**src/rtl/core/rgam_ram.sv**
```systemverilog
module rgam_ram #(
	parameter int WIDTH = 32,
	parameter int DEPTH = 16
) (
	input  logic                                       clk,
	input  logic                                       we,
	input  logic [((DEPTH > 1) ? $clog2(DEPTH) : 1)-1:0] waddr,
	input  logic [WIDTH-1:0]                           wdata,
	input  logic                                       re,
	input  logic [((DEPTH > 1) ? $clog2(DEPTH) : 1)-1:0] raddr,
	output logic [WIDTH-1:0]                           rdata
);

	logic [WIDTH-1:0] mem_q [DEPTH];

	// One write port and one registered read port.
	always_ff @(posedge clk) begin
		if (we) begin
			mem_q[waddr] <= wdata;
		end
		if (re) begin
			rdata <= mem_q[raddr];
		end
	end

endmodule

```
**config.mk**
```make
export PLATFORM = sky130hd
export DESIGN_NAME = rgam_ram
export DESIGN_NICKNAME = d
export VERILOG_FILES = /design/src/rtl/core/rgam_ram.sv
export SDC_FILE = /design/constraint.sdc
export NUM_CORES = 1
export LEC_CHECK = 0
export ABC_CLOCK_PERIOD_IN_PS = 3940
export BUFFER_PORTS_ARGS = -buffer_cell sky130_fd_sc_hd__buf_4
export CAP_MARGIN = 20
export CORE_MARGIN = 3
export CORE_UTILIZATION = 30
export DETAILED_ROUTE_END_ITERATION = 10
export GPL_TIMING_DRIVEN = 0
export PLACE_DENSITY = 0.51
export SLEW_MARGIN = 20
export SYNTH_ARGS = -nofsm -noshare
export SYNTH_HDL_FRONTEND = slang
export SYNTH_SLANG_ARGS = --single-unit
```
**constraint.sdc**
```tcl
create_clock -name clk -period 3.94 [get_ports clk]
set_clock_uncertainty 0.15 [all_clocks]
set_input_delay 0.788 -clock clk [delete_from_list [all_inputs] [get_ports clk]]
set_output_delay 0.788 -clock clk [all_outputs]
set_load 0.005 [all_outputs]
```
### Word level (Yosys, flattened, before mapping)

Memory sizes are Yosys's and may differ from the RTL's. A register that Yosys moved wholly into a read port is not among the register bits.
Cells that the tools add are included.

* register bits after elaboration: 0
* bits in latches: 0
* bits in writable memories: 512
* memory bits (read-only): 0
* input bits: 43
* word-level logic and storage cells: 3
* memories: 1

Memories
* mem_q: depth 16, bits a word 32, read ports 1, clocked after Yosys merged registers in 1, write ports 1, RTL line 14 `logic [WIDTH-1:0] mem_q [DEPTH];`

* $add $sub $neg: 0
* multipliers: 0
* div/mod/pow operators: 0
* $lt $le $gt $ge: 0
* equal/unequal tests: 0
* shifts and indexed selects: 0
* muxes and demuxes: 2
* bitwise operators: 0
* reduce and logical (&&, ||, !) cells: 0

Operators by type and width (number)
* $mux 1: 2

### Logic depth before layout (Yosys ltp)

Gate-level depths: netlist of run 1.

* word-level depth: 2
* gate-level depth with buffers: 5

### Worst setup path after synthesis of run 1

No wires, ideal clock.

* path type: input -> register
* start point: in waddr[2] (netlist name)
* end point: mem mem_q[0][0] (enable)
* setup time: 0.461 ns
* data arrival time: 3.506 ns
* data required time: 3.329 ns
* path slack: -0.178 ns
* stages: 2
* buffers on the path: 0
* cell sequence: or3b_2 nor3_1

RTL lines
* from (decl): RTL line 7 `input logic [((DEPTH > 1) ? $clog2(DEPTH) : 1)-1:0] waddr,`
* to (decl): RTL line 14

Straight into the memory's write port.

==> impl_metrics.yaml, run 1 <==
status:
  status: "finished clean"
yosys:
  synthArstFlopShare_pct: 0
  yosys.cell_count.top_type: "edfxtp_1"
  synth_cells: 838
  synth.largest_area_cell: "edfxtp_1"
  avgSynthCellArea_um2: 24.1
  synth_cell_types: 17
  synthesis.nets: 881
  synth_edf_count: 544
  synth_common_cells: "edfxtp_1 (544), mux4_2 (128), a22oi_1 (64), nand2_1 (33), clkbuf_1 (17)"
  synth.top_cell.area_share_pct: 81.0
  synth_seq_area_share_pct: 81.0
  ys.flop_type: "edfxtp_1"
  synth_seq_cells: 544
  ys_warn_count: 0
  synth_area_um2: 20200
  ys_top_cells_by_area: "edfxtp_1 (81%), mux4_2 (14%), a22oi_1 (2.4%)"
global_route:
  gr-total-overflow: 0
  grt_pass1_wl_um: 68900
  grt_pass1_vias: 9878
  grt_util_met3_pct: 2.44
  top_usage_layer: "met2"
  grtUsageMet1_pct: 20.0
  grt_usage_pct: 13.5
  grt_max_degree: 33
  met2_usage_pct: 20.5
  grt_antenna_before_repair: 1
place:
  gp_congestion: 0.680
  portBuffers: 72
  dpl.hpwl_um: 30700
timing:
  slew_viol_final: 0
  setup-violations-final: 0
  timing.fmax_mhz: 412
  tns_ns: 0
  tightest_slew_ns: 0.962
  final_hold_viol_count: 0
  period_needed_ns: 2.43
  fin_crit_sh_pct: 61.6
  whs_ns: 0.341
  slew-limit-headroom_pct: 35.8
  rsz0062_at_grt: "no"
routing:
  drt_iter0_markers: 889
  vias: 9317
  drt_wl_total_um: 47200
  routed_via_density: 4.87
  dr.pass1.iters: 5
  drc: 0
  postRouteAntennaNets: 0
  wl_per_cell_um: 24.6
power_and_ir_drop:
  intPower_w: 0.0100
  switching_share_pct: 20.2
  p_sw_w: 0.00254
  pwr_density_cell_nw_per_um2: 513
  p_comb_share_pct: 5.1
  power_frac_seq_pct: 52.2
  p_leak_nw: 7.74
  clockPowerShare_pct: 42.7
  ir_worst_vdd_mv: 0.301
die:
  die_width_um: 265
  die-area_um2: 70400
  ios: 75
  coreArea_um2: 66200
  core.rowCount: 94
  start_util_pct: 30.5
  dieHeight_um: 265
clocking:
  clock_sinks: 544
  cts_buffers: 56
  root_buffer: "clkbuf_16"
  cts_tree: "done"
  cts_max_level: 2
  clock_latency_ns: 0.59
  post_cts_buffers: 0
  clkTransAtPathRegs_ns: 0.06
  ctsResizeCount: 0
  cts_buffer_depth: 3
  holdBufCountCts: 0
min_path:
  min_path_type: "in -> reg"
worst_setup_path:
  crit_fanout: 10
  cp_cell_sequence: "clkbuf_1 -> buf_2 -> mux4_2 -> a22oi_1 -> nand2_1"
  cpMaxStageDelayCell: "clkbuf_1"
  cp.arrival_ns: 2.56
  critPathLaunchType: "primary input"
  end_kind: "register"
  max_stage_delay_ns: 0.56
  required_ns: 4.08
  path_class: "in -> reg"
flow_run:
  max_cap_viol_count: 0
finish:
  nets: 1048
  nFillCells: 5957
  area_delta_synth_final_pct: 21.2
  drive_gt1_share_pct: 33.2
-- final timing paths --
check,startpoint,endpoint,slack [ns],cells past startpoint
worst max-delay path,raddr[1],rdata[30],1.51,5
worst min-delay path,wdata[16],mem_q[11][16],0.34,1
worst max register to register,mem_q[2][4],rdata[4],2.22,3
worst min register to register,mem_q[4][14],rdata[14],0.62,3
-- sequential cells by signal, indices dropped and copies added (netlist names) --
| register | count |
|---|---|
| rdata | 32 |
| mem_q | 512 |
-- kinds of logic after synthesis --
group / after synthesis / synth area share, %
flip-flops: 544 / 81.0
multiplexers: 128 / 14.3
AO/OA/AOI/OAI: 64 / 2.38
AND/OR/NAND/NOR: 59 / 1.25
buffers and inverters: 43 / 1.10
-- layer usage --
layer / vias to the layer above / routed length (µm)
li1: 3953 / -
met3: 78 / 2780
met1: 5011 / 21900
met4: 0 / 1030
met2: 275 / 21500
met5: - / 0
-- power groups by stage --
| stage | Sequential (W) | Combinational [W] | Clock, W |
|---|---|---|---|
| 2_1_floorplan | 0.00667 | 0.000311 | 0 |
| 3_3_place_gp | 0.00667 | 0.000608 | 0 |
| 3_5_place_dp | 0.00667 | 0.000654 | 0 |
| 4_1_cts | 0.00655 | 0.000655 | 0.00550 |
| 5_1_grt | 0.00656 | 0.000694 | 0.00572 |
| 6_report | 0.00655 | 0.000637 | 0.00536 |
-- worst max-delay path, delay by kind of cell --
family,cells,cell delay (ns)
AOI/OAI and AO/OA,1,0.15
buffers and inverters,2,1.05
muxes,1,0.37
and+or+nand+nor,1,0.19
-- placed cells by master (no fill, tap or decap) --
cell | Yosys | routed
buf_1 | 9 | 9
a22oi_1 | 64 | 64
nand2_1 | 33 | 33
buf_2 | 4 | 4
clkinvlp_4 | 0 | 3
buf_8 | 0 | 2
buf_4 | 11 | 95
bufinv_16 | 0 | 9
nor3_4 | 0 | 1
diode_2 | 0 | 1
clkinv_1 | 0 | 16
clkbuf_1 | 17 | 26
nor2_4 | 0 | 12
mux4_2 | 128 | 128
buf_12 | 0 | 4
nor3_2 | 0 | 3
nand3b_1 | 2 | 2
buf_16 | 0 | 16
nor2_1 | 13 | 1
nor2b_1 | 2 | 2
and2_1 | 1 | 1
edfxtp_1 | 544 | 544
clkbuf_16 | 0 | 57
buf_6 | 2 | 5
clkinv_2 | 0 | 9
nand3_1 | 1 | 1
or3b_2 | 1 | 1
nand2b_1 | 2 | 2
-- stage by stage --
stage	utilization [%]	instance area (µm²)	setup WS (ns)	power (W)	std cells
finish	36.9	24400	1.51	0.0125	1915
global route	36.9	24400	1.38	0.0130	1915
CTS	36.9	24400	1.51	0.0127	1914
detailed placement	34.1	22600	0.880	0.00733	1811
global placement	32.9	21800	-3.01	0.00728	1774
floorplan	-	20200	0.123	0.00698	838
-- layout make-up --
cell class | instances | area (µm²) | share of cell area (%)
clock inverters | 37 | 398 | 1.63
flip-flops and latches | 544 | 16300 | 66.8
well taps | 864 | 1080 | 4.42
plain buffers | 43 | 223 | 0.911
diodes | 1 | 2.50 | 0.0102
multi-input cells | 251 | 3730 | 15.3
repair buffers | 109 | 1210 | 4.97
clock buffers | 66 | 1460 | 5.97
Power figures use the tool's default switching activity.
==> run 2, diff against run 1 <==
- ABC_CLOCK_PERIOD_IN_PS: 3940 -> 2450
- PLACE_DENSITY: 0.51 -> 0.5
- clock period: 3.94 -> 2.45 ns (I/O delays scaled with it)
==> run 2 against run 1 <==
  * Clock-buffer cell count increased by 4
  * Largest power group unchanged
  * Worst hold slack got worse by 0.29 ns
  * Routed wire length down 0.60%
  * Sequential share of layout area fell by 0.051 points
  * Cell count down 0.31%
  * First-iteration DRC count is 9.9% lower
  * Register-to-register slack lost 1.5 ns
  * Critical endpoint is now rdata[18]
  * Total power increased by 60%
==> impl_metrics.yaml, run 2 (synthesis gave the netlist of run 1 again) <==
place:
  gp_congestion: 0.662
  dpl.hpwl_um: 30600
  placed_area_um2: 22600
  portBuffers: 72
  dp.cells: 1807
finish:
  final_common_cell: "edfxtp_1"
  top_regs: "mem_q x512, rdata x32"
  final_cells: 1909
  nFillCells: 5977
  drive_gt1_share_pct: 32.8
  area_delta_synth_final_pct: 21.3
  largest-register: "mem_q"
  antenna_cells: 0
  design_area_um2: 24500
  most-common-layout-cells: "edfxtp_1 (544), mux4_2 (128), buf_4 (83)"
  largest_register_ffs: 512
  nets: 1043
die:
  die_width_um: 265
  coreArea_um2: 66200
  dieHeight_um: 265
  ios: 75
  start_util_pct: 30.5
  die-area_um2: 70400
  core.rowCount: 94
power_and_ir_drop:
  p_comb_share_pct: 5.1
  p_leak_nw: 7.73
  pwr_density_cell_nw_per_um2: 819
  intPower_w: 0.0160
  switching_share_pct: 20.1
  clockPowerShare_pct: 42.3
  p_sw_w: 0.00403
  ir_worst_vdd_mv: 0.483
  power_frac_seq_pct: 52.6
routing:
  routed_via_density: 4.84
  wl_per_cell_um: 24.6
  drc: 0
  vias: 9241
  drt_iter0_markers: 801
  drt_wl_total_um: 46900
  dr.pass1.iters: 4
  postRouteAntennaNets: 0
clocking:
  root_buffer: "clkbuf_16"
  holdBufCountCts: 0
  post_cts_buffers: 0
  cts_buffer_depth: 3
  clkTransAtPathRegs_ns: 0.06
  cts_tree: "done"
  cts_buffers: 55
  clock_sinks: 544
  cts_max_level: 2
  ctsResizeCount: 0
  clock_latency_ns: 0.59
timing:
  slew-limit-headroom_pct: 39.7
  whs_ns: 0.0462
  tightest_slew_ns: 0.905
  rsz0062_at_grt: "no"
  fin_crit_sh_pct: 84.1
  timing.fmax_mhz: 485
  period_needed_ns: 2.06
  final_hold_viol_count: 0
  slew_viol_final: 0
  setup-violations-final: 0
worst_setup_path:
  cp.arrival_ns: 2.23
  cpMaxStageDelayCell: "clkbuf_1"
  crit_fanout: 10
  required_ns: 2.61
  cp_cell_sequence: "clkbuf_1 -> buf_2 -> mux4_2 -> a22oi_1 -> nand2_1"
  end_kind: "register"
  path_class: "in -> reg"
  cp_top_family: "buffers and inverters"
  max_stage_delay_ns: 0.51
  crit_buf_inv: 2
  critPathLaunchType: "primary input"
global_route:
  grt_usage_pct: 13.6
  grt_pass1_wl_um: 69500
  gr-total-overflow: 0
  grt_antenna_before_repair: 0
  grt_pass1_vias: 10033
  grt_max_degree: 33
min_path:
  min_path_type: "in -> reg"
status:
  status: "finished clean"
flow_run:
  max_cap_viol_count: 0
-- run 2: final cells by class --
cell class	count	area, µm²	share of cell area [%]
well taps	864	1080	4.42
clock buffers	70	1480	6.03
multi-input cells	251	3750	15.3
plain buffers	43	223	0.910
clock inverters	32	347	1.42
flip-flops and latches	544	16300	66.8
repair buffers	105	1250	5.12
-- run 2: path summary, 6_finish.rpt --
path	startpoint	slack, ns	cells past startpoint	endpoint
worst max register to register	mem_q[9][18]	0.75	3	rdata[18]
worst min-delay path	wdata[11]	0.05	1	mem_q[0][11]
worst max-delay path	raddr[1]	0.39	5	rdata[18]
worst min register to register	mem_q[15][8]	0.60	3	rdata[8]
-- run 2: worst register-to-register path, stage by stage (launching register included) --
cell and delay (ns):
edfxtp_1 0.37, mux4_2 0.45, a22oi_1 0.29, nand2_1 0.15
-- run 2: metal layers --
metal  up-vias  track usage, %  routed length [µm]
met3        66            2.06                1830
met2       190            21.3               22100
met1      5058            19.7               22000
met5         -               0                   0
li1       3927               -                   -
met4         0            3.93                 965
-- run 2: per-stage QoR --
step                      util (%)  TNS (ns)  setup slack, ns  total power (W)
final                         36.9         0            0.388           0.0200
after global routing          36.9         0            0.281           0.0207
after CTS                     36.9         0            0.367           0.0203
after detailed placement      34.2     -6.88           -0.256           0.0118
after global placement        33.0   -648.98            -2.22           0.0117
after floorplan                  -    -60.38           -0.498           0.0112
-- run 2: power groups by stage --
stage                     sequential [W]  clock [W]  combinational [W]
after global placement            0.0107          0           0.000980
after CTS                         0.0105    0.00870            0.00106
after floorplan                   0.0107          0           0.000505
after detailed placement          0.0107          0            0.00106
after global routing              0.0105    0.00908            0.00111
final                             0.0105    0.00848            0.00102
==> run 3, diff against run 2 <==
- ABC_CLOCK_PERIOD_IN_PS: 2450 -> 1700
- PLACE_DENSITY: 0.5 -> 0.51
- clock period: 2.45 -> 1.7 ns (I/O delays scaled with it)
==> run 3 against run 2 <==
  * First-iteration DRC count shrank 9.1%
  * Via count grew 1.9%
  * Die area is the same
  * Final area increased by 2.8%
  * Sequential cell count did not move
  * Register-to-register slack got worse by 0.72 ns
  * Clock power increased by 46%
  * Sequential power grew 45%
  * Worst setup slack worse by 0.35 ns
  * Worst hold slack improved by 0.012 ns
==> impl_metrics.yaml, run 3 (synthesis gave the netlist of run 1 again) <==
status:
  status: "finished clean"
global_route:
  gr-total-overflow: 0
  grt_antenna_before_repair: 2
  grt_max_degree: 33
  grt_pass1_wl_um: 69200
  grt_pass1_vias: 9997
  grt_usage_pct: 13.6
timing:
  tightest_slew_ns: 0.794
  period_needed_ns: 1.67
  fin_crit_sh_pct: 98.0
  whs_ns: 0.0577
  setup-violations-final: 0
  slew-limit-headroom_pct: 47.1
  slew_viol_final: 0
  timing.fmax_mhz: 600
  rsz0062_at_grt: "no"
  setup_slack_ns: 0.0347
  final_hold_viol_count: 0
clocking:
  cts_max_level: 2
  cts_tree: "done"
  clkTransAtPathRegs_ns: 0.06
  cts_buffers: 56
  clock_sinks: 544
  cts_buffer_depth: 3
  clock_latency_ns: 0.61
  root_buffer: "clkbuf_16"
routing:
  drt_iter0_markers: 728
  dr.pass1.iters: 5
  routed_via_density: 4.80
  drc: 0
  drt_wl_total_um: 47000
  wl_per_cell_um: 24.0
  postRouteAntennaNets: 0
  vias: 9413
finish:
  area_delta_synth_final_pct: 24.7
  final_cells: 1963
  largest-register: "mem_q"
  nFillCells: 5955
  final_common_cell: "edfxtp_1"
  final_util_pct: 38.0
  drive_gt1_share_pct: 35.8
  top_regs: "mem_q x512, rdata x32"
  most-common-layout-cells: "edfxtp_1 (544), mux4_2 (128), buf_4 (87)"
  largest_register_ffs: 512
  nets: 1095
worst_setup_path:
  cp.arrival_ns: 1.84
  crit_fanout: 1
  crit_start: "mem_q[10][26]"
  cp_cell_sequence: "mux4_2 -> a22oi_1 -> nand2_1"
  end_kind: "register"
  r2r-start: "mem_q[10][26]"
  critPathLaunchType: "register"
  required_ns: 1.87
  rr_endpoint: "rdata[26]"
  max_stage_delay_ns: 0.47
  path_class: "reg -> reg"
  crit_buf_inv: 0
  rr_worst_depth: 3
  cpMaxStageDelayCell: "mux4_2"
  reg2reg_setup_slack_ns: 0.03
  cp_top_family: "multiplexers"
power_and_ir_drop:
  power.total_w: 0.0291
  clockPowerShare_pct: 42.4
  intPower_w: 0.0231
  p_leak_nw: 8.08
  p_comb_share_pct: 5.5
  switching_share_pct: 20.9
  power_frac_seq_pct: 52.1
  ir_worst_vdd_mv: 0.701
  p_sw_w: 0.00608
  pwr_density_cell_nw_per_um2: 1160
place:
  place_ws_ns: -0.744
  gp_congestion: 0.673
  dpl.hpwl_um: 30000
  portBuffers: 72
  dp.cells: 1805
die:
  die-area_um2: 70400
  die_width_um: 265
  dieHeight_um: 265
  coreArea_um2: 66200
  core.rowCount: 94
  start_util_pct: 30.5
  ios: 75
min_path:
  hp-start: "waddr[0]"
  min_path_type: "in -> reg"
  hold_path_end: "mem_q[12][7]"
  holdPathStages: 2
flow_run:
  max_cap_viol_count: 0
==> run 3: cell types whose count changed in the layout (fill, tap and decap cells not counted), sizes merged <==
cell | previous run | this run
clkbuf | 87 | 83
inv | 0 | 4
buf | 131 | 150
clkinvlp | 1 | 3
bufinv | 8 | 7
diode | 0 | 1
clkinv | 23 | 24
dlygate4sd3 | 0 | 32
==> run 3: layer usage <==
metal / part of all wire [%] / GRT usage (%)
met1: 44 / 18.2
met2: 50 / 22.9
met3: 4.3 / 2.26
met4: 2.2 / 3.84
met5: 0.028 / 0
==> run 3: how the worst max path moves through the flow <==
stage	to	slack (ns)	cells past startpoint
finish	rdata[26]	0.03	3
global placement	mem_q[8][16]	-1.67	3
detailed placement	mem_q[0][13]	-0.74	5
global route	rdata[26]	0.0002	3
floorplan	mem_q[0][0]	-0.50	2
CTS	rdata[23]	0.01	1
==> run 3: area by class of cell <==
cell class | instances | area (µm²) | share of cell area (%)
tap | 864 | 1080 | 4.30
clock buffer | 66 | 1460 | 5.80
timing repair buffer | 156 | 1730 | 6.87
multi-input combinational | 251 | 3780 | 15.0
sequential | 544 | 16300 | 64.9
clock inverter | 38 | 380 | 1.51
antenna | 1 | 2.50 | 0.00995
buffer | 43 | 395 | 1.57
==> run 3: per-stage QoR <==
step	area (µm²)	setup TNS (ns)
global placement	22100	-563.07
finish	25200	0
floorplan	20500	-88.02
CTS	25000	0
detailed placement	22800	-239.45
global route	25200	0
==> run 3: worst register-to-register path, delay by kind of cell (launching register included) <==
| family | cells | cell delay (ns) |
|---|---|---|
| compound gates | 1 | 0.24 |
| flops | 1 | 0.37 |
| mux | 1 | 0.47 |
| simple gates | 1 | 0.16 |
==> run 3: timing repair <==
item | in CTS | in global routing
endpoints found under the hold margin | 512 | 0
resized for setup | 5 | 3
buffers inserted | 5 | 16
pin swaps | 2 | 8
hold buffers | 32 | 0
endpoints found under the setup margin | 22 | 86
==> run 3: power by group through the flow <==
stage | clock [W] | sequential (W) | combinational, W
2_1_floorplan | 0 | 0.0155 | 0.000793
3_3_place_gp | 0 | 0.0155 | 0.00149
3_5_place_dp | 0 | 0.0155 | 0.00157
4_1_cts | 0.0127 | 0.0152 | 0.00165
5_1_grt | 0.0132 | 0.0152 | 0.00175
6_report | 0.0124 | 0.0152 | 0.00161
