$ cat src/rtl/core/rgam_pkg.sv
package rgam_pkg;

	// Sizing of the lane set and of each lane's frame ring.
	localparam int NUM_LANES   = 4;
	localparam int RING_FRAMES = 4096;
	localparam int LANE_W      = (NUM_LANES > 1) ? $clog2(NUM_LANES) : 1;
	localparam int RING_AW     = $clog2(RING_FRAMES);
	localparam int CNT_W       = $clog2(RING_FRAMES + 1);
	localparam int MEM_DEPTH   = NUM_LANES * RING_FRAMES;
	localparam int MEM_AW      = $clog2(MEM_DEPTH);

	// Datapath widths.
	localparam int POS_W    = 32;
	localparam int GAIN_W   = 32;
	localparam int RATIO_W  = 20;
	localparam int RATE_W   = 18;
	localparam int ACC_W    = 18 + LANE_W;
	localparam int APB_AW   = 3;

	// Serial divider sizing.
	localparam int DIV_NUM_W = 36;
	localparam int DIV_DEN_W = 24;
	localparam int DCNT_W    = $clog2(DIV_NUM_W + 1);

	// Fixed constants.
	localparam int RATE_MIN   = 8000;
	localparam int RATE_MAX   = 192000;
	localparam int RATE_RESET = 48000;
	localparam int Q16_ONE    = 65536;
	localparam int DEFAULT_MS = 20;
	localparam int MS_DIV     = 1000;
	localparam logic signed [GAIN_W-1:0] UNITY_GAIN = 32'sd1073741824;

	// Division of ms times rate by 1000: drop three bits, then multiply by the
	// reciprocal of 125 scaled by 2^38. Exact for every ms and rate in range.
	localparam logic [31:0] MS_RECIP    = 32'd2199023256;
	localparam int          MS_RECIP_SH = 38;

	// Request codes.
	localparam logic [1:0] MODE_PUSH = 2'd0;
	localparam logic [1:0] MODE_RAMP = 2'd1;
	localparam logic [1:0] MODE_TICK = 2'd2;

	// Register indexes.
	localparam logic REG_OUTPUT_RATE = 1'b0;

	// Source formats: sample rate and mono flag.
	localparam logic [15:0] FMT_RATE [8] = '{16'd44100, 16'd44100, 16'd44100, 16'd8000,
		16'd48000, 16'd16000, 16'd24000, 16'd16000};
	localparam logic [7:0] FMT_MONO = 8'b0110_1000;

	// Step ratios at the reset output rate.
	localparam logic [RATIO_W-1:0] RATIO_RESET [8] = '{
		RATIO_W'(((64'd44100 << 16) + RATE_RESET / 2) / RATE_RESET),
		RATIO_W'(((64'd44100 << 16) + RATE_RESET / 2) / RATE_RESET),
		RATIO_W'(((64'd44100 << 16) + RATE_RESET / 2) / RATE_RESET),
		RATIO_W'(((64'd8000 << 16) + RATE_RESET / 2) / RATE_RESET),
		RATIO_W'(((64'd48000 << 16) + RATE_RESET / 2) / RATE_RESET),
		RATIO_W'(((64'd16000 << 16) + RATE_RESET / 2) / RATE_RESET),
		RATIO_W'(((64'd24000 << 16) + RATE_RESET / 2) / RATE_RESET),
		RATIO_W'(((64'd16000 << 16) + RATE_RESET / 2) / RATE_RESET)};

	// Per-lane state word kept in the lane memory.
	typedef struct packed {
		logic [RING_AW-1:0]        head;
		logic [CNT_W-1:0]          count;
		logic [POS_W-1:0]          pos;
		logic [2:0]                fmt;
		logic signed [GAIN_W-1:0]  gain;
		logic signed [GAIN_W-1:0]  target;
		logic signed [GAIN_W-1:0]  step;
	} lane_st_t;

	localparam int LS_W = $bits(lane_st_t);

	localparam lane_st_t LS_RESET = '{head: '0, count: '0, pos: '0, fmt: 3'd1,
		gain: UNITY_GAIN, target: UNITY_GAIN, step: '0};

	// Divider request.
	typedef struct packed {
		logic                  start;
		logic [DIV_NUM_W-1:0]  num;
		logic [DIV_DEN_W-1:0]  den;
	} div_req_t;

	// A cleared lane with a new format.
	function automatic lane_st_t lane_clear(input logic [2:0] f);
		lane_st_t c;
		c = LS_RESET;
		c.fmt = f;
		return c;
	endfunction

	// Ring slot at an offset from the head, wrapped.
	function automatic logic [RING_AW-1:0] ring_wrap(input logic [RING_AW-1:0] h,
		input logic [CNT_W-1:0] off);
		logic [CNT_W:0] s;
		s = (CNT_W+1)'(h) + (CNT_W+1)'(off);
		if (s >= (CNT_W+1)'(RING_FRAMES)) begin
			s = s - (CNT_W+1)'(RING_FRAMES);
		end
		return s[RING_AW-1:0];
	endfunction

	// Sample memory address of a lane's ring slot.
	function automatic logic [MEM_AW-1:0] ring_addr(input logic [LANE_W-1:0] k,
		input logic [RING_AW-1:0] h, input logic [CNT_W-1:0] off);
		return MEM_AW'(k) * MEM_AW'(RING_FRAMES) + MEM_AW'(ring_wrap(h, off));
	endfunction

endpackage

$ cat src/rtl/core/rgam_div.sv
module rgam_div import rgam_pkg::*; (
	input  logic                  clk,
	input  logic                  arst_n,
	input  div_req_t              req,
	output logic                  busy,
	output logic [DIV_NUM_W-1:0]  quo
);

	logic                  busy_q;
	logic [DCNT_W-1:0]     cnt_q;
	logic [DIV_DEN_W-1:0]  den_q;
	logic [DIV_DEN_W-1:0]  rem_q;
	logic [DIV_NUM_W-1:0]  quo_q;
	logic [DIV_DEN_W:0]    trial;
	logic                  ge;
	logic [DIV_DEN_W-1:0]  nrem;

	// One restoring step per cycle, quotient bits shift in behind the numerator.
	always_comb begin
		trial = {rem_q, quo_q[DIV_NUM_W-1]};
		ge = trial >= {1'b0, den_q};
		nrem = ge ? DIV_DEN_W'(trial - {1'b0, den_q}) : DIV_DEN_W'(trial);
	end

	always_ff @(posedge clk or negedge arst_n) begin
		if (!arst_n) begin
			busy_q <= 1'b0;
			cnt_q <= '0;
		end else if (req.start) begin
			busy_q <= 1'b1;
			cnt_q <= DCNT_W'(DIV_NUM_W);
		end else if (busy_q) begin
			cnt_q <= cnt_q - 1'b1;
			if (cnt_q == DCNT_W'(1)) begin
				busy_q <= 1'b0;
			end
		end
	end

	always_ff @(posedge clk) begin
		if (req.start) begin
			den_q <= req.den;
			rem_q <= '0;
			quo_q <= req.num;
		end else if (busy_q) begin
			rem_q <= nrem;
			quo_q <= {quo_q[DIV_NUM_W-2:0], ge};
		end
	end

	assign busy = busy_q;
	assign quo = quo_q;

endmodule

$ cat config.mk
export PLATFORM = sky130hd
export DESIGN_NAME = rgam_div
export DESIGN_NICKNAME = d
export VERILOG_FILES = /design/src/rtl/core/rgam_pkg.sv /design/src/rtl/core/rgam_div.sv
export SDC_FILE = /design/constraint.sdc
export NUM_CORES = 1
export LEC_CHECK = 0
export ABC_AREA = 1
export BUFFER_PORTS_ARGS = -buffer_cell sky130_fd_sc_hd__buf_2
export CORE_MARGIN = 10
export CORE_UTILIZATION = 30
export DETAILED_ROUTE_END_ITERATION = 10
export PLACE_DENSITY = 0.57
export SLEW_MARGIN = 15
export SYNTH_ARGS = -nofsm -noshare
export SYNTH_HDL_FRONTEND = slang
export SYNTH_SLANG_ARGS = --single-unit
$ cat constraint.sdc
create_clock -name clk -period 4.9 [get_ports clk]
set_input_delay 0.49 -clock clk [delete_from_list [all_inputs] [get_ports clk]]
set_output_delay 0.49 -clock clk [all_outputs]
set_load 0.005 [all_outputs]
# Word level (Yosys, flattened, before mapping)
# Index checks and enable logic that the tools add are counted.
# W data, S select, Z words.
dict set report op_classes {
  mux 8
  reduce_logical 1
  magnitude_cmp 1
  add_sub_neg 2
  n_eq_ne 1
}
# operator count
set op_table {}
lappend op_table {{$mux W36} 2}
lappend op_table {{$ge A25 B24 Y1} 1}
lappend op_table {{$mux W24} 1}
lappend op_table {{$sub A24 B24 Y24} 1}
lappend op_table {{$mux W6} 2}
lappend op_table {{$eq A6 B1 Y1 const B} 1}
lappend op_table {{$sub A6 B1 Y6 const B} 1}
lappend op_table {{$mux W1} 3}
lappend op_table {{$reduce_bool A2 Y1} 1}
dict set report word_totals {
  wordCells 18
  output_inout_bits 37
  ff_bits 91
}

# Longest topological paths before layout
# Gate-level depths: netlist (run 1).
dict set report depth {
  word_depth 4
  depth_mapped 14
  ltp_nobuf 14
}

# Worst setup path before layout (run 1)
# No wires, ideal clock.
dict set report synth_path {
  kind {in2reg}
  from {in req[60] in the netlist's numbering}
  to {reg quo_q[0], in the netlist quo[0], enable pin}
  path_slack_ns 2.380
  path_buffers 2
  path_stages 4
  setup_time_ns 0.416
  t_arrival_ns 2.104
  path_cell_list {clkbuf_1 > nor2_1 > inv_1 > clkbuf_1}
}
dict set report synth_via {
  elab_chain_cells 1
}
# item line
set synth_rtl {}
lappend synth_rtl {{from (decl)} rgam_div.sv:4} ;# input div_req_t req,
lappend synth_rtl {{$reduce_bool A2 Y1 (no line)} -}
lappend synth_rtl {{to (signal assigned)} rgam_div.sv:44} ;# quo_q <= req.num;
lappend synth_rtl {{to (signal assigned)} rgam_div.sv:47} ;# quo_q <= {quo_q[DIV_NUM_W-2:0], ge};
lappend synth_rtl {{to (decl)} rgam_div.sv:13} ;# logic [DIV_NUM_W-1:0] quo_q;
# No other way between the ends.
# A chain may end at the register's enable or synchronous reset.

# Worst setup path in the final report (run 1)
dict set report layout_path {
  from {reg den_q[21]}
  to {reg rem_q[1]}
}
dict set report layout_via {
  elab_chain_cells 2
}
# item line
set layout_rtl {}
lappend layout_rtl {{from (decl)} rgam_div.sv:11} ;# logic [DIV_DEN_W-1:0] den_q;
lappend layout_rtl {{from (signal assigned)} rgam_div.sv:42} ;# den_q <= req.den;
lappend layout_rtl {{$ge A25 B24 Y1} rgam_div.sv:21} ;# ge = trial >= {1'b0, den_q};
lappend layout_rtl {{$mux W24} rgam_div.sv:22} ;# nrem = ge ? DIV_DEN_W'(trial - {1'b0, den_q}) : DIV_DEN_W'(trial);
lappend layout_rtl {{to (signal assigned)} rgam_div.sv:46} ;# rem_q <= nrem;
lappend layout_rtl {{to (decl)} rgam_div.sv:12} ;# logic [DIV_DEN_W-1:0] rem_q;
# No other way between the ends.

==> results_dict.tcl, run 1 <==
set metrics [dict create \
    syn_inst 772 \
    io_pins 100 \
    endpoint_kind "register" \
    p_leak_uw 0.00355 \
    cts_hold_buffers 1 \
    clock_sinks 91 \
    status "completed" \
    avgSynthCellArea_um2 7.36 \
    critical_path_buf_inv_count 1 \
    synth_top_area_share_pct 31.7 \
    worstPathMaxFanout 25 \
    min_period_ns 2.70 \
    synth_area_mm2 0.00568 \
    max_clock_freq_mhz 370 \
    ir_worst_vdd_v 0.000184 \
    p_per_area_mw_per_mm2 443 \
    antenna_found_initial 1 \
    die_x_um 158 \
    dieArea_mm2 0.0249 \
    hold_ws_ns 0.298 \
    grt_pass1_vias 5112 \
    area_growth_pct 18.4 \
    path_cells "inv_1 > ha_1 > nand2_1 > nor3_1 > nand2_1 > nor2_1 > nand2_2 > nand3_4 > nand2_1 > nand3_1 > o21ai_0" \
    fin_setup_tns_ns 0 \
    core-area_mm2 0.0186 \
    period_share_pct 55.1 \
    start_kind "register" \
    dp_hpwl_um 11700 \
    final_util_pct 36.1 \
    yosysUniqueCellTypes 39 \
    setup_viol 0 \
    place_area_mm2 0.00640 \
    final_nets 957 \
    rsz0062_at_grt "no" \
    path_clk_slew_ns 0.08 \
    dp.cells 1089 \
    grtUsageTotal_pct 13.3 \
    yosysWarnings 0 \
    fin_cells 1107 \
    worst_skew_pair.late_latency_ns 0.37 \
    cts_setup_buffers 0 \
    initial_core_util_pct 30.5 \
    wl_per_cell_um 14.3 \
    portBuffers 99 \
    grt_first_pass_wirelength_um 26000 \
    worst_pin_slew_ns 1.02 \
    drtIter0Drc 297 \
    route.vias.total 4956 \
    crit_family "simple AND/OR/NAND/NOR gates" \
    final_area_mm2 0.00673 \
    tritoncts "yes" \
    clock_skew_ns 0.0115 \
    htree_levels 3 \
    post_cts_resized 0 \
    synth.net_count 862 \
    hold_path.class "in -> reg" \
    path_class "reg -> reg" \
    overflow 0 \
    synthTopCellsByCount "nand2_1, inv_1, edfxtp_1" \
    ant_nets 0 \
    drive_above_1_share_pct 16.6 \
    dr.pass1.iters 5 \
    clockBufferDepth 2 \
    drc 0 \
    cp.arrival_ns 2.90 \
    maxSlewHeadroom_pct 32.0 \
    path_common_cell "nand2_1" \
    critPathMaxStageDelay_ns 0.52 \
    routed_via_density 4.48 \
    wirelength_um 15900 \
    grt_max_degree 65 \
    synth_enable_flop_cells 60 \
    synth_top_area_cell "edfxtp_1" \
    required_ns 5.10 \
    die_h_um 158 \
    synth_area_leaders "edfxtp_1, nand2_1, inv_1, dfxtp_1, ha_1" \
    rows 50 \
    cp_slowest_cell "nand3_4" \
    synth_ff_type "edfxtp_1" \
    place.gp.congestion 0.906 \
    async_reset_ff_share_pct 7.69 \
    cts_made_buffers 9 \
    slew_viol_final 0 \
    hold_viol_final 0 \
    cts_root_buffer "clkbuf_16" \
    ys_ff_latch 91 \
    cap_violations 0 \
    ys_seq_area_share_pct 43.2 \
    post-synth-top-count-cell "nand2_1" \
]
## worst paths after layout
| path | startpoint | to | slack (ns) | cells after the start |
|---|---|---|---|---|
| max in group asynchronous | arst_n | busy | 4.26 | 2 |
| min in group asynchronous | arst_n | cnt_q[3] | 0.48 | 2 |
| max | den_q[21] | rem_q[1] | 2.20 | 11 |
| min reg2reg | rem_q[12] | rem_q[12] | 0.47 | 2 |
| min | req[9] | den_q[9] | 0.30 | 1 |
| max reg2reg | den_q[21] | rem_q[1] | 2.20 | 11 |
## cell usage in the layout, fill, tap and decap left out, types with 2 or more instances in the layout
| master | netlist | final |
|---|---|---|
| o21ai_0 | 9 | 9 |
| a21oi_1 | 15 | 15 |
| o21ai_2 | 2 | 2 |
| clkinv_8 | 0 | 3 |
| nand2_2 | 4 | 4 |
| inv_8 | 0 | 2 |
| o21ai_1 | 4 | 4 |
| nor2_1 | 33 | 33 |
| xnor2_1 | 8 | 8 |
| clkbuf_16 | 0 | 9 |
| nand3_2 | 12 | 12 |
| inv_1 | 144 | 143 |
| nand2_1 | 304 | 304 |
| nand4_1 | 29 | 29 |
| o21bai_1 | 2 | 2 |
| nor3_1 | 5 | 5 |
| nor2_2 | 2 | 2 |
| buf_2 | 6 | 99 |
| edfxtp_1 | 60 | 60 |
| xor2_1 | 3 | 3 |
| dfxtp_1 | 24 | 24 |
| buf_4 | 1 | 5 |
| nand3_1 | 45 | 45 |
| ha_1 | 26 | 26 |
| dfrtp_1 | 7 | 7 |
## cell families after synthesis
| kind of cell | Yosys count | share of synthesized area (%) |
|---|---|---|
| and+or+nand+nor | 441 | 33.8 |
| buffers and inverters | 166 | 11.5 |
| DFF | 91 | 43.2 |
| AOI/OAI and AO/OA | 36 | 3.74 |
| adders and majority gates | 27 | 6.08 |
| xor gates and xnor gates | 11 | 1.70 |
## power breakdown
part | switching (µW) | leakage (µW) | internal (µW)
logic | 777 | 0.00249 | 442
registers | 76.0 | 0.000910 | 949
clock network | 370 | 0.000152 | 368
total | 1220 | 0.00355 | 1760
## metrics by stage
step | setup WS, ns | power [µW]
final | 2.20 | 2980
after global routing | 1.92 | 3240
after CTS | 2.17 | 3020
after detailed placement | 2.18 | 2260
after global placement | 2.25 | 2260
after floorplan | 2.38 | 1960
## worst register-to-register path: stages, from the launching register on
cell and delay [ns]:
edfxtp_1 0.33, inv_1 0.05, ha_1 0.37, nand2_1 0.12, nor3_1 0.25, nand2_1 0.12
nor2_1 0.14, nand2_2 0.38, nand3_4 0.52, nand2_1 0.10, nand3_1 0.08, o21ai_0 0.09
## routing by layer
| layer | part of all wire (%) | routed length [µm] | global-route usage, % |
|---|---|---|---|
| met1 | 46 | 7340 | 16.8 |
| met2 | 45 | 7070 | 20.9 |
| met3 | 8.0 | 1260 | 4.78 |
| met4 | 1.3 | 200 | 3.78 |
| met5 | 0 | 0 | 0 |
## state kept, by name, indices dropped and copies added (netlist names)
name   cells
busy       1
cnt_q      6
den_q     24
quo       36
rem_q     24
## final cells by class
class,instances,area (µm²)
Antenna cell,1,2.50
Tap cell,234,293
Sequential cell,91,2460
Clock buffer,9,225
Fill cell,1999,11900
Multi-Input combinational cell,515,2570
Inverter,145,544
Clock inverter,7,88.8
Timing Repair Buffer,105,543
Power figures use the tool's default switching activity.
==> run 2, diff against run 1 <==
==> constraint.sdc (replaced) <==
create_clock -name clk -period 2.8 [get_ports clk]
set_input_delay 0.28 -clock clk [delete_from_list [all_inputs] [get_ports clk]]
set_output_delay 0.28 -clock clk [all_outputs]
set_load 0.005 [all_outputs]
==> run 2 against run 1 <==
Combinational power is 76% higher. Largest power group unchanged. Largest cell class unchanged. Clock skew is 0.0033 ns lower. Setup slack worse by 1.8 ns. Highest routed layer unchanged.
==> results_dict.tcl, run 2 (same netlist as run 1, synthesis figures left out) <==
set metrics [dict create \
    start_kind "register" \
    ant_nets 0 \
    path_common_cell "nand2_1" \
    tritoncts "yes" \
    hold_ws_ns 0.0928 \
    antenna_found_initial 0 \
    die_h_um 158 \
    period_share_pct 86.1 \
    startpoint "den_q[19]" \
    final_common_cell "nand2_1" \
    dieArea_mm2 0.0249 \
    drc 0 \
    maxSlewHeadroom_pct 51.9 \
    path_cells "inv_1 > ha_1 > nand2_1 > nor2_1 > nand2_1 > nor2_1 > nand2_2 > nand3_4 > nand2_1 > nand3_1 > o21ai_0" \
    hold_viol_final 0 \
    cp.arrival_ns 2.63 \
    dp.cells 1095 \
    drtIter0Drc 269 \
    path_clk_slew_ns 0.07 \
    wirelength_um 15800 \
    cap_violations 0 \
    initial_core_util_pct 30.5 \
    clock_sinks 91 \
    wl_per_cell_um 14.2 \
    grtUsageTotal_pct 13.0 \
    hold_path.class "in -> reg" \
    worst_skew_pair.late_latency_ns 0.36 \
    routed_via_density 4.52 \
    fin_cells 1112 \
    endpoint_kind "register" \
    htree_levels 3 \
    finalPower_uw 5270 \
    r2r.worst_path.cells 11 \
    critPathMaxStageDelay_ns 0.40 \
    min_period_ns 2.41 \
    dr.pass1.iters 5 \
    area_growth_pct 19.1 \
    portBuffers 99 \
    worstPathMaxFanout 25 \
    antenna_cells_inserted 0 \
    setup_viol 0 \
    grt_max_degree 39 \
    final_cell_mix "nand2_1, inv_1, buf_2, edfxtp_1, nand3_1" \
    worst_pin_slew_ns 0.721 \
    required_ns 3.02 \
    cp_slowest_cell "nand3_4" \
    largest_reg_flops 36 \
    status "completed" \
    grt_pass1_vias 5132 \
    endpoint "rem_q[2]" \
    clock_skew_ns 0.00818 \
    io_pins 100 \
    reg2reg_slack_ns 0.39 \
    slew_viol_final 0 \
    die_x_um 158 \
    fin_setup_tns_ns 0 \
    place.gp.congestion 0.883 \
    overflow 0 \
    dp_hpwl_um 11900 \
    core-area_mm2 0.0186 \
    cts_made_buffers 9 \
    r2r_start "den_q[19]" \
    ir_worst_vdd_v 0.000337 \
    final_nets 963 \
    clockBufferDepth 2 \
    max_clock_freq_mhz 415 \
    rsz0062_at_grt "no" \
    rr_endpoint "rem_q[2]" \
    drive_above_1_share_pct 17.2 \
    cts_setup_buffers 0 \
    route.vias.total 5030 \
    path_class "reg -> reg" \
    cts_root_buffer "clkbuf_16" \
    grt_first_pass_wirelength_um 25800 \
    p_leak_uw 0.00358 \
    fill_cells 2004 \
    p_per_area_mw_per_mm2 778 \
    rows 50 \
]
[run 2: cell types whose count changed in the layout (fill, tap and decap cells not counted), sizes merged]
cell / delta
clkinv: -4
buf: +6
clkinvlp: +1
inv: +2
diode: -1
bufinv: +1
[run 2: cell type report]
class / instances / area, µm² / share of cell area, %
Multi-Input combinational cell: 515 / 2570 / 38.0
Clock buffer: 9 / 225 / 3.33
Clock inverter: 7 / 86.3 / 1.28
Sequential cell: 91 / 2460 / 36.3
Tap cell: 234 / 293 / 4.33
Inverter: 145 / 544 / 8.04
Timing Repair Buffer: 111 / 588 / 8.69
[run 2: timing repair]
item,4_1_cts,5_1_grt
gates resized for setup,0,0
hold buffers,1,0
hold endpoints to repair,7,0
[run 2: metal layers]
| layer | vias to the layer above | routed length (µm) | track usage (%) |
|---|---|---|---|
| met5 | - | 0 | 0 |
| met4 | 0 | 319 | 4.27 |
| met3 | 18 | 1240 | 5.29 |
| met2 | 142 | 6980 | 20.2 |
| met1 | 2247 | 7240 | 16.1 |
| li1 | 2623 | - | - |
[run 2: where the power goes]
part           switching, µW  internal (µW)  total (µW)
clock network            609            716        1320
registers                133           1660        1790
logic                   1360            787        2150
total                   2100           3160        5270
[run 2: worst max-delay path: cells and delay by family, from the launching register on]
| family | cells | cell delay [ns] |
|---|---|---|
| buf+inv | 1 | 0.04 |
| flops | 1 | 0.33 |
| compound gates | 1 | 0.07 |
| fa+ha+maj | 1 | 0.38 |
| simple gates | 8 | 1.45 |
[run 2: worst min-delay path by stage]
stage	from	end	slack, ns	cells after the start
6_report	req[17]	den_q[17]	0.09	1
4_1_cts	req[17]	den_q[17]	0.08	1
3_3_place_gp	arst_n	cnt_q[4]	0.12	1
3_5_place_dp	arst_n	cnt_q[4]	0.12	1
2_1_floorplan	arst_n	busy	-0.02	0
5_1_grt	req[3]	den_q[3]	0.08	1
[run 2: stage by stage]
stage | setup slack, ns | util, % | area [µm²]
2_1_floorplan | 0.490 | - | 5680
3_3_place_gp | 0.446 | 34.6 | 6450
3_5_place_dp | 0.413 | 34.6 | 6450
4_1_cts | 0.401 | 36.3 | 6770
5_1_grt | 0.116 | 36.3 | 6770
6_report | 0.388 | 36.3 | 6770
==> run 3, diff against run 2 <==
--- a/config.mk
+++ b/config.mk
@@ -6,11 +6,11 @@
 export NUM_CORES = 1
 export LEC_CHECK = 0
 export ABC_AREA = 1
-export BUFFER_PORTS_ARGS = -buffer_cell sky130_fd_sc_hd__buf_2
 export CORE_MARGIN = 10
 export CORE_UTILIZATION = 30
 export DETAILED_ROUTE_END_ITERATION = 10
-export PLACE_DENSITY = 0.57
+export DONT_BUFFER_PORTS = 1
+export PLACE_DENSITY = 0.53
 export SLEW_MARGIN = 15
 export SYNTH_ARGS = -nofsm -noshare
 export SYNTH_HDL_FRONTEND = slang
==> run 3 against run 2 <==
Cell area down 6.5%. Fmax up 0.77%. Non-clock buffer count down 92. Die area unchanged. Sequential power about the same. Largest power group unchanged. Highest routed layer unchanged.
==> results_dict.tcl, run 3 (same netlist as run 1, synthesis figures left out) <==
set metrics [dict create \
    status "completed" \
    hold_viol_final 0 \
    worstPathMaxFanout 25 \
    dpl_worst_slack_ns 0.364 \
    rsz0062_at_grt "no" \
    power.internal_uw 3020 \
    grtUsageTotal_pct 12.8 \
    core-area_mm2 0.0186 \
    io_pins 100 \
    worst_skew_pair.late_latency_ns 0.36 \
    initial_core_util_pct 30.5 \
    p_leak_uw 0.00320 \
    cts_made_buffers 9 \
    timing.final.ws_setup_ns 0.407 \
    path_class "reg -> reg" \
    seqPwrFrac_pct 35.8 \
    slew_viol_final 0 \
    cts_hold_buffers 2 \
    routed_via_density 4.55 \
    area_growth_pct 11.4 \
    rr_endpoint "rem_q[4]" \
    overflow 0 \
    worst_pin_slew_ns 0.608 \
    antenna_found_initial 2 \
    portBuffers 0 \
    grt_pass1_vias 4850 \
    grt_first_pass_wirelength_um 25000 \
    drive_above_1_share_pct 6.23 \
    grt_max_degree 67 \
    place.gp.congestion 0.891 \
    endpoint_kind "register" \
    combPwrFrac_pct 40.1 \
    start_kind "register" \
    final_cell_mix "nand2_1, inv_1, edfxtp_1, nand3_1, nor2_1" \
    clock_skew_ns 0.00963 \
    route.vias.total 4646 \
    path_clk_slew_ns 0.07 \
    period_share_pct 85.5 \
    max_clock_freq_mhz 418 \
    drc 0 \
    r2r_start "den_q[21]" \
    clockBufferDepth 2 \
    startpoint "den_q[21]" \
    htree_levels 3 \
    die_x_um 158 \
    die_h_um 158 \
    final_util_pct 34.0 \
    min_period_ns 2.39 \
    cp.arrival_ns 2.60 \
    switchingPower_uw 2050 \
    rows 50 \
    wirelength_um 15100 \
    clock_sinks 91 \
    cts_root_buffer "clkbuf_16" \
    hold_path.class "in -> reg" \
    ant_nets 0 \
    maxSlewHeadroom_pct 59.5 \
    final_nets 871 \
    required_ns 3.01 \
    wl_per_cell_um 14.8 \
    dp_hpwl_um 11400 \
    final_common_cell "nand2_1" \
    r2r.worst_path.cells 11 \
    reg2reg_slack_ns 0.41 \
    pwr-share-clk_pct 24.1 \
    setup_viol 0 \
    p_per_area_mw_per_mm2 800 \
    dieArea_mm2 0.0249 \
    drtIter0Drc 244 \
    ir_worst_vdd_v 0.000343 \
    fin_setup_tns_ns 0 \
    endpoint "rem_q[4]" \
    post_cts_resized 0 \
    antenna_cells_inserted 0 \
    dr.pass1.iters 5 \
    cap_violations 0 \
    cts_setup_buffers 0 \
    tritoncts "yes" \
    swShare_pct 40.4 \
    largest_reg_flops 36 \
]
## run 3: cell count changes in the layout (fill, tap and decap cells not counted)
cell           before  now
buf_2              99    0
dlygate4sd3_1       1   11
buf_4              11    8
bufinv_16           1    0
clkinv_2            0    1
clkinv_4            0    1
clkinv_8            0    1
clkinvlp_4          1    0
inv_8               2    1
## run 3: routing by layer
metal  part of all wire [%]  track usage, %  vias to the layer above
met5                      0               0                        -
li1                       -               -                     2435
met4                    1.6            4.32                        0
met3                    8.4            5.02                       13
met1                     45            15.6                     2074
met2                     45            20.2                      124
## run 3: final cells by class
class	count	area (µm²)
Inverter	145	544
Sequential cell	91	2460
Clock inverter	7	67.6
Timing Repair Buffer	19	170
Clock buffer	9	225
Tap cell	234	293
Multi-Input combinational cell	515	2570
Fill cell	2025	12300
## run 3: power by group through the flow
stage	Clock [µW]	Sequential (µW)	Combinational, µW
after floorplan	0	1790	1650
after global placement	0	1850	2030
after detailed placement	0	1840	2030
after CTS	1270	1820	2050
after global routing	1320	1850	2370
final	1220	1820	2030
## run 3: worst max-delay path, stage by stage, from the launching register on
cell and delay, ns:
edfxtp_1 0.33, inv_1 0.04, ha_1 0.38, nand2_1 0.12, nor3_1 0.21, nand2_1 0.13
nor2_1 0.14, nand2_2 0.23, nand3_4 0.40, nand2_1 0.09, nand3_1 0.07, o21ai_0 0.08
## run 3: through the flow
stage | power, µW | hold WS, ns | area, µm² | std cells
floorplan | 3440 | -0.0156 | 5680 | 772
global placement | 3870 | -0.0153 | 5930 | 993
detailed placement | 3870 | -0.0153 | 5930 | 993
CTS | 5130 | 0.000459 | 6240 | 1011
global route | 5540 | 0.00440 | 6330 | 1020
finish | 5070 | 0.0227 | 6330 | 1020
## run 3: how the worst min path moves through the flow
stage / start / endpoint / cells after the start
6_report: req[19] / den_q[19] / 0
5_1_grt: req[2] / den_q[2] / 0
4_1_cts: req[16] / den_q[16] / 0
3_5_place_dp: arst_n / busy / 0
3_3_place_gp: arst_n / busy / 0
2_1_floorplan: arst_n / busy / 0
